--- config.mk ---
export PLATFORM = sky130hd
export DESIGN_NAME = uart_bridge_command_decoder_core
export DESIGN_NICKNAME = d
export VERILOG_FILES = /design/src/rtl/core/ubcd_pkg.sv /design/src/rtl/core/uart_bridge_command_decoder_core.sv
export SDC_FILE = /design/constraint.sdc
export NUM_CORES = 1
export LEC_CHECK = 0
export BUFFER_PORTS_ARGS = -buffer_cell sky130_fd_sc_hd__buf_4
export CAP_MARGIN = 5
export CORE_ASPECT_RATIO = 2
export CORE_MARGIN = 1.5
export CORE_UTILIZATION = 40
export DETAILED_ROUTE_END_ITERATION = 7
export GPL_TIMING_DRIVEN = 0
export HOLD_SLACK_MARGIN = 0.08
export PLACE_DENSITY = 0.59
export SLEW_MARGIN = 20
export SYNTH_ARGS = -nofsm -noshare
export SYNTH_HDL_FRONTEND = slang
export SYNTH_SLANG_ARGS = --single-unit
--- constraint.sdc ---
create_clock -name clk -period 7.05 [get_ports clk]
set_clock_uncertainty 0.1 [all_clocks]
set_input_delay 0.3525 -clock clk [delete_from_list [all_inputs] [get_ports clk]]
set_output_delay 0.3525 -clock clk [all_outputs]
set_load 0.01 [all_outputs]
--- src/rtl/core/ubcd_pkg.sv ---
`timescale 1ns / 1ps
// ----------------------------------------------------------------------------
// ubcd_pkg
// Shared types and constants for the UART bridge command decoder: command
// codes, pending operand kinds, the speed divisor table and the version text.
// ----------------------------------------------------------------------------
package ubcd_pkg;

    // Operand that the next host byte completes
    typedef enum logic [1:0] {
        PEND_NONE   = 2'd0,
        PEND_DIV_HI = 2'd1,
        PEND_DIV_LO = 2'd2,
        PEND_BULK   = 2'd3
    } pend_kind_t;

    // Upper nibble of a host command byte
    localparam logic [3:0] GRP_BASIC  = 4'h0;
    localparam logic [3:0] GRP_BULK   = 4'h1;
    localparam logic [3:0] GRP_PERIPH = 4'h4;
    localparam logic [3:0] GRP_SPEED  = 4'h6;
    localparam logic [3:0] GRP_LINE_A = 4'h8;
    localparam logic [3:0] GRP_LINE_B = 4'h9;

    // Lower nibble of basic commands
    localparam logic [3:0] CMD_EXIT     = 4'h0;
    localparam logic [3:0] CMD_VERSION  = 4'h1;
    localparam logic [3:0] CMD_ECHO_ON  = 4'h2;
    localparam logic [3:0] CMD_ECHO_OFF = 4'h3;
    localparam logic [3:0] CMD_DIV_LOAD = 4'h7;
    localparam logic [3:0] CMD_BRIDGE   = 4'hF;

    localparam logic [7:0] BYTE_ACK  = 8'h01;
    localparam logic [7:0] BYTE_NACK = 8'h00;

    localparam logic [15:0] DIVISOR_RESET = 16'd13332;
    localparam logic [3:0]  SPEED_MAX_IDX = 4'd9;

    // Divisor for each speed index, clamped at the top entry
    function automatic logic [15:0] speed_divisor(input logic [3:0] idx);
        logic [15:0] div;
        case ((idx > SPEED_MAX_IDX) ? SPEED_MAX_IDX : idx)
            4'd0:    div = 16'd13332;
            4'd1:    div = 16'd3332;
            4'd2:    div = 16'd1666;
            4'd3:    div = 16'd832;
            4'd4:    div = 16'd416;
            4'd5:    div = 16'd207;
            4'd6:    div = 16'd127;
            4'd7:    div = 16'd103;
            4'd8:    div = 16'd68;
            default: div = 16'd34;
        endcase
        return div;
    endfunction

    // Version reply text, one character per result
    localparam logic [1:0] VER_LAST_IDX = 2'd3;

    function automatic logic [7:0] version_char(input logic [1:0] idx);
        logic [7:0] ch;
        case (idx)
            2'd0:    ch = 8'h41;  // A
            2'd1:    ch = 8'h52;  // R
            2'd2:    ch = 8'h54;  // T
            default: ch = 8'h31;  // 1
        endcase
        return ch;
    endfunction

endpackage

--- src/rtl/core/uart_bridge_command_decoder_core.sv ---
`timescale 1ns / 1ps
// ----------------------------------------------------------------------------
// uart_bridge_command_decoder_core
// Decodes host command bytes for a target UART and routes bytes received
// from that UART back to the host, with status of the UART setup per result.
//
// Channel   Direction  Transaction
// s_axis    in         one byte: tuser = source (0 host, 1 target), tdata = byte
// m_axis    out        one result: bytes for host/target, status, tlast = final
//
// An item passes an input register, the decode logic, then the result
// register. Single-result items sustain one per cycle while m_axis is ready;
// the version command holds the result register for its four results, one
// per character. Reset sets the decoder state to its defaults and clears
// both valid registers. Backpressure on m_axis stalls the result register
// and then the input register; s_axis_tready falls only when both are full.
// ----------------------------------------------------------------------------
module uart_bridge_command_decoder_core
    import ubcd_pkg::*;
(
    input  logic        clk,
    input  logic        rst_n,

    input  logic        s_axis_tvalid,
    output logic        s_axis_tready,
    input  logic [7:0]  s_axis_tdata,   // [7:0] data
    input  logic        s_axis_tuser,   // [0] mode

    output logic        m_axis_tvalid,
    input  logic        m_axis_tready,
    // [7:0] host_byte, [15:8] target_byte, [31:16] baud_divisor,
    // [33:32] data_parity, [34] two_stop, [35] rx_inverted, [36] open_drain,
    // [40:37] periph_bits, [41] active, [47:42] zero
    output logic [47:0] m_axis_tdata,
    output logic [1:0]  m_axis_tuser,   // [0] host_valid, [1] target_valid
    output logic        m_axis_tlast
);

    // Input register
    logic        in_valid_reg;
    logic        in_mode_reg;
    logic [7:0]  in_data_reg;

    // Decoder state
    logic        echo_reg,    echo_next;
    logic        bridge_reg,  bridge_next;
    logic        running_reg, running_next;
    pend_kind_t  pend_reg,    pend_next;
    logic [4:0]  bulk_reg,    bulk_next;
    logic [15:0] div_reg,     div_next;
    logic [3:0]  line_reg,    line_next;
    logic        hiz_reg,     hiz_next;
    logic [3:0]  periph_reg,  periph_next;

    // Result register
    logic        out_valid_reg;
    logic        out_hv_reg;
    logic [7:0]  out_hb_reg;
    logic        out_tv_reg;
    logic [7:0]  out_tb_reg;
    logic        out_last_reg;
    logic        burst_reg;
    logic [1:0]  ver_idx_reg;

    // Decoded result of the item in the input register
    logic        dec_hv;
    logic [7:0]  dec_hb;
    logic        dec_tv;
    logic [7:0]  dec_tb;
    logic        dec_ver;

    logic        out_take;
    logic        out_free;
    logic        move;
    logic [4:0]  bulk_dec;
    logic [1:0]  ver_idx_inc;

    assign out_take      = out_valid_reg && m_axis_tready;
    assign out_free      = !out_valid_reg || (m_axis_tready && out_last_reg);
    assign move          = in_valid_reg && out_free;
    assign s_axis_tready = !in_valid_reg || out_free;
    assign bulk_dec      = (bulk_reg != 5'd0) ? bulk_reg - 5'd1 : 5'd0;
    assign ver_idx_inc   = ver_idx_reg + 2'd1;

    // Capture the input transaction
    always_ff @(posedge clk or negedge rst_n)
    begin
        if (!rst_n)
        begin
            in_valid_reg <= 1'b0;
        end
        else if (s_axis_tready)
        begin
            in_valid_reg <= s_axis_tvalid;
        end
    end

    always_ff @(posedge clk)
    begin
        if (s_axis_tvalid && s_axis_tready)
        begin
            in_mode_reg <= s_axis_tuser;
            in_data_reg <= s_axis_tdata;
        end
    end

    // Decode one byte against the current state
    always_comb
    begin
        echo_next    = echo_reg;
        bridge_next  = bridge_reg;
        running_next = running_reg;
        pend_next    = pend_reg;
        bulk_next    = bulk_reg;
        div_next     = div_reg;
        line_next    = line_reg;
        hiz_next     = hiz_reg;
        periph_next  = periph_reg;
        dec_hv       = 1'b0;
        dec_hb       = BYTE_NACK;
        dec_tv       = 1'b0;
        dec_tb       = 8'h00;
        dec_ver      = 1'b0;

        if (!running_reg)
        begin
            // Stopped: answer nothing
        end
        else if (in_mode_reg)
        begin
            // Target byte: forward when echo or bridge mode is on, unless the UART is off for a divisor load
            if ((echo_reg || bridge_reg) && pend_reg != PEND_DIV_HI
                && pend_reg != PEND_DIV_LO)
            begin
                dec_hv = 1'b1;
                dec_hb = in_data_reg;
            end
        end
        else if (bridge_reg)
        begin
            dec_tv = 1'b1;
            dec_tb = in_data_reg;
        end
        else if (pend_reg == PEND_DIV_HI)
        begin
            div_next  = {in_data_reg, 8'h00};
            pend_next = PEND_DIV_LO;
            dec_hv    = 1'b1;
            dec_hb    = BYTE_ACK;
        end
        else if (pend_reg == PEND_DIV_LO)
        begin
            div_next  = div_reg | {8'h00, in_data_reg};
            pend_next = PEND_NONE;
            dec_hv    = 1'b1;
            dec_hb    = BYTE_ACK;
        end
        else if (pend_reg == PEND_BULK)
        begin
            dec_hv    = 1'b1;
            dec_hb    = BYTE_ACK;
            dec_tv    = 1'b1;
            dec_tb    = in_data_reg;
            bulk_next = bulk_dec;
            if (bulk_dec == 5'd0)
            begin
                pend_next = PEND_NONE;
            end
        end
        else
        begin
            dec_hv = 1'b1;
            dec_hb = BYTE_ACK;
            case (in_data_reg[7:4])
                GRP_BASIC:
                begin
                    case (in_data_reg[3:0])
                        CMD_EXIT:
                        begin
                            running_next = 1'b0;
                            dec_hv       = 1'b0;
                            dec_hb       = BYTE_NACK;
                        end
                        CMD_VERSION:
                        begin
                            dec_hb  = version_char(2'd0);
                            dec_ver = 1'b1;
                        end
                        CMD_ECHO_ON:  echo_next   = 1'b1;
                        CMD_ECHO_OFF: echo_next   = 1'b0;
                        CMD_DIV_LOAD: pend_next   = PEND_DIV_HI;
                        CMD_BRIDGE:   bridge_next = 1'b1;
                        default:      dec_hb      = BYTE_NACK;
                    endcase
                end
                GRP_BULK:
                begin
                    pend_next = PEND_BULK;
                    bulk_next = {1'b0, in_data_reg[3:0]} + 5'd1;
                end
                GRP_PERIPH:
                begin
                    periph_next = in_data_reg[3:0];
                end
                GRP_SPEED:
                begin
                    div_next = speed_divisor(in_data_reg[3:0]);
                end
                GRP_LINE_A, GRP_LINE_B:
                begin
                    line_next = {in_data_reg[0], in_data_reg[1], in_data_reg[3:2]};
                    hiz_next  = !in_data_reg[4];
                end
                default:
                begin
                    dec_hb = BYTE_NACK;
                end
            endcase
        end
    end

    // Commit state when the item moves into the result register
    always_ff @(posedge clk or negedge rst_n)
    begin
        if (!rst_n)
        begin
            echo_reg    <= 1'b0;
            bridge_reg  <= 1'b0;
            running_reg <= 1'b1;
            pend_reg    <= PEND_NONE;
            bulk_reg    <= 5'd0;
            div_reg     <= DIVISOR_RESET;
            line_reg    <= 4'd0;
            hiz_reg     <= 1'b1;
            periph_reg  <= 4'd0;
        end
        else if (move)
        begin
            echo_reg    <= echo_next;
            bridge_reg  <= bridge_next;
            running_reg <= running_next;
            pend_reg    <= pend_next;
            bulk_reg    <= bulk_next;
            div_reg     <= div_next;
            line_reg    <= line_next;
            hiz_reg     <= hiz_next;
            periph_reg  <= periph_next;
        end
    end

    // Result register: load a new item, or advance through the version text
    always_ff @(posedge clk or negedge rst_n)
    begin
        if (!rst_n)
        begin
            out_valid_reg <= 1'b0;
            out_last_reg  <= 1'b1;
            burst_reg     <= 1'b0;
            ver_idx_reg   <= 2'd0;
        end
        else if (move)
        begin
            out_valid_reg <= 1'b1;
            out_last_reg  <= !dec_ver;
            burst_reg     <= dec_ver;
            ver_idx_reg   <= 2'd0;
        end
        else if (out_take && !out_last_reg)
        begin
            ver_idx_reg  <= ver_idx_inc;
            out_last_reg <= (ver_idx_inc == VER_LAST_IDX);
        end
        else if (out_take)
        begin
            out_valid_reg <= 1'b0;
            burst_reg     <= 1'b0;
        end
    end

    always_ff @(posedge clk)
    begin
        if (move)
        begin
            out_hv_reg <= dec_hv;
            out_hb_reg <= dec_hb;
            out_tv_reg <= dec_tv;
            out_tb_reg <= dec_tb;
        end
        else if (out_take && !out_last_reg)
        begin
            out_hb_reg <= version_char(ver_idx_inc);
        end
    end

    // Drive the result channel; status comes straight from the state
    assign m_axis_tvalid = out_valid_reg;
    assign m_axis_tlast  = out_last_reg;
    assign m_axis_tuser  = {out_tv_reg, out_hv_reg};
    assign m_axis_tdata  = {6'd0, running_reg, periph_reg, hiz_reg, line_reg,
                            div_reg, out_tb_reg, out_hb_reg};

`ifndef ASSERT_OFF
    a_exit_sticky: assert property (@(posedge clk) disable iff (!rst_n)
        !running_reg |=> !running_reg)
        else $error("decoder left the stopped state without reset");

    a_bridge_sticky: assert property (@(posedge clk) disable iff (!rst_n)
        bridge_reg |=> bridge_reg)
        else $error("bridge mode cleared without reset");

    a_bulk_count: assert property (@(posedge clk) disable iff (!rst_n)
        pend_reg == PEND_BULK |-> bulk_reg != 5'd0)
        else $error("bulk transfer pending with no bytes left");

    a_multi_is_version: assert property (@(posedge clk) disable iff (!rst_n)
        out_valid_reg && !out_last_reg |-> burst_reg)
        else $error("non-final result outside a version reply");

    a_burst_text: assert property (@(posedge clk) disable iff (!rst_n)
        out_valid_reg && burst_reg |-> out_hv_reg
            && out_hb_reg == version_char(ver_idx_reg))
        else $error("version reply character out of sequence");
`endif

endmodule
==> results_dict.tcl <==
set metrics [dict create \
    placementRows 50 \
    antennaDiodeCount 0 \
    clock_latency_ps 330 \
    pin_count 66 \
    end_kind "register" \
    pwr-share-clk_pct 36.7 \
    setup_viol 0 \
    clockRootBuffer "clkbuf_16" \
    cp_max_fo 10 \
    switching_power_mw 0.337 \
    netlist_instances 361 \
    final_util_pct 50.3 \
    grt_pass1_vias 2998 \
    dp.cells 529 \
    power_density_nw_per_um2 253 \
    vias 3011 \
    slew_viol_final 0 \
    hold_path_class "in2reg" \
    cts_buffer_depth 2 \
    status "completed" \
    worstHoldStart "s_axis_tdata[2]" \
    largest_reg_flops 16 \
    power.internal_mw 0.848 \
    pre_cts_ws_ps 4110 \
    cp_data_arrival_time_ps 3140 \
    period_minus_slack_ps 3020 \
    crit_type "reg2reg" \
    max_slew_margin_pct 44.3 \
    dieArea_um2 10100 \
    power.static_leakage_nw 2.14 \
    final_cell_area_um2 4690 \
    synth-async-reset-ratio_pct 59.7 \
    htree_levels 3 \
    power_mw 1.19 \
    grt_pass1_wl_um 15000 \
    ys_types 69 \
    seqPwrFrac_pct 41.1 \
    crit_path_start "in_data_reg[1]" \
    max_freq_ghz 0.332 \
    swShare_pct 28.5 \
    synth.area.top_cells "edfxtp_1, dfrtp_1, ha_1" \
    antenna_found_initial 0 \
    cp-start-kind "register" \
    cts_sinks 67 \
    nNetsFinal 471 \
    place_congestion 0.886 \
    drt_iter0_drc 169 \
    routed_wl_um 9390 \
    cp_data_required_time_ps 7170 \
    worst_pin_slew_ps 835 \
    fin_ws_ps 4030 \
    syn_area_um2 3800 \
    grt_overflow_total 0 \
    placed_area_um2 4390 \
    fin_setup_tns_ps 0 \
    timing.final.crit_share_pct 42.8 \
    hold_violations 0 \
    cts_setup_buffers 0 \
    port_buffers 59 \
    ys_warn_count 0 \
    cts_tree "done" \
    ant_nets 0 \
    drc 0 \
    synth_top_area_share_pct 21.3 \
    grt_usage_pct 19.4 \
    first_pass_iters 4 \
    syn_to_final_growth_pct 23.3 \
    wl_per_cell_um 17.2 \
    fin_cells 546 \
    die_x_um 71.9 \
    ys_seq_area_share_pct 47.9 \
    dp_hpwl_um 6840 \
    cts_buffers 9 \
    cts.clk_slew.worst_paths_ps 50 \
    ys_ff_latch 67 \
    synth.largest_area_cell "edfxtp_1" \
    hold_ws_ps 92.4 \
    power_frac_comb_pct 22.2 \
    vias_per_cell 5.51 \
    synth_edf_count 27 \
    cap_violations 0 \
    syn_avg_cell_area_um2 10.5 \
    grt_max_degree 41 \
    rr_startpoint "in_data_reg[1]" \
    drive_gt1_share_pct 26.9 \
    die_h_um 141 \
    cts_resized 0 \
    ys.flop_type "dfrtp_1" \
    rsz0062_at_grt "false" \
    start_util_pct 40.8 \
    core_um2 9320 \
    peakVddDrop_uv 180 \
]
[timing repair]
item | CTS | global route
hold buffers | 1 | 0
endpoints found under the setup margin | 0 | 0
hold endpoints to repair | 32 | 0
[power groups by stage]
stage / sequential (mW) / clock, mW / combinational, mW
after floorplan: 0.500 / 0 / 0.157
after global placement: 0.493 / 0 / 0.261
after detailed placement: 0.495 / 0 / 0.262
after CTS: 0.488 / 0.444 / 0.264
after global routing: 0.493 / 0.457 / 0.288
final: 0.487 / 0.436 / 0.263
[cells by family (layout without fill, tap and decap cells)]
| group | Yosys count | in the layout | synth area share (%) |
|---|---|---|---|
| flip-flops | 67 | 67 | 47.9 |
| AO/OA/AOI/OAI | 105 | 105 | 18.4 |
| other | 1 | 6 | 0.0986 |
| buffers and inverters | 55 | 131 | 6.98 |
| AND/OR/NAND/NOR | 95 | 95 | 15.0 |
| multiplexers | 14 | 14 | 4.08 |
| XOR/XNOR | 3 | 3 | 0.691 |
| adder cells (fa/ha/maj) | 21 | 21 | 6.91 |
[per-layer routing]
layer  GRT usage [%]  up-vias  wire, um
li1                -     1456         -
met1            21.1     1444      3650
met4            9.73        0       280
met3            3.07       19       341
met5               0        -         0
met2            35.3       92      5120
[worst paths after layout]
check                                 endpoint  slack (ps)  cells after the start
worst max-delay path                div_reg[6]        4030                     12
worst min-delay path            in_data_reg[2]          90                      1
worst max register to register      div_reg[6]        4030                     12
worst min register to register         hiz_reg         370                      2
max in group asynchronous              hiz_reg        6020                      2
min in group asynchronous          bulk_reg[3]         450                      2
[placed cells by master, fill, tap and decap left out, drive strengths merged, types with 19 or more instances in the layout]
cell type	n
a21oi	26
clkbuf	25
nand2	19
inv	22
dfrtp	32
buf	77
ha	21
o21ai	21
edfxtp	27
[cell type report]
class | count | area (um^2)
fill | 873 | 4630
sequential | 67 | 1820
multi-input combinational | 244 | 1730
timing repair buffer | 60 | 453
clock buffer | 10 | 229
buffer | 33 | 183
tap | 104 | 130
inverter | 22 | 82.6
clock inverter | 6 | 56.3
[Yosys cell counts, types with 2 or more instances]
master and n:
dfrtp_1 32, edfxtp_1 27, a21oi_1 26, inv_1 22, ha_1 21, o21ai_0 21, nand2_1 18, clkbuf_1 15
mux2_2 12, nor2_1 12, and2_1 11, nand3_1 11, buf_4 10, nand2b_1 9, dfstp_2 8, a31oi_1 7
o21a_1 6, a22o_1 5, buf_2 5, nor4_1 5, a211oi_1 4, and3_1 4, nor3_1 4, o22a_1 4
o22ai_1 4, nand3b_1 3, o211ai_1 3, a21bo_2 2, a22oi_1 2, a41oi_1 2, buf_6 2, mux2i_1 2
o2111ai_1 2, o21bai_1 2, o2bb2ai_1 2, o31ai_1 2, xnor2_1 2
[critical path, cell delays in order (launching register included)]
cell and delay (ps):
edfxtp_1 370, clkbuf_1 450, inv_1 200, ha_1 280
nor2_1 100, o21ai_0 120, nand2_1 240, inv_1 110
ha_1 260, nand2b_1 160, a21oi_1 210, nor3_1 90
o22a_1 210
Power figures use the tool's default switching activity.
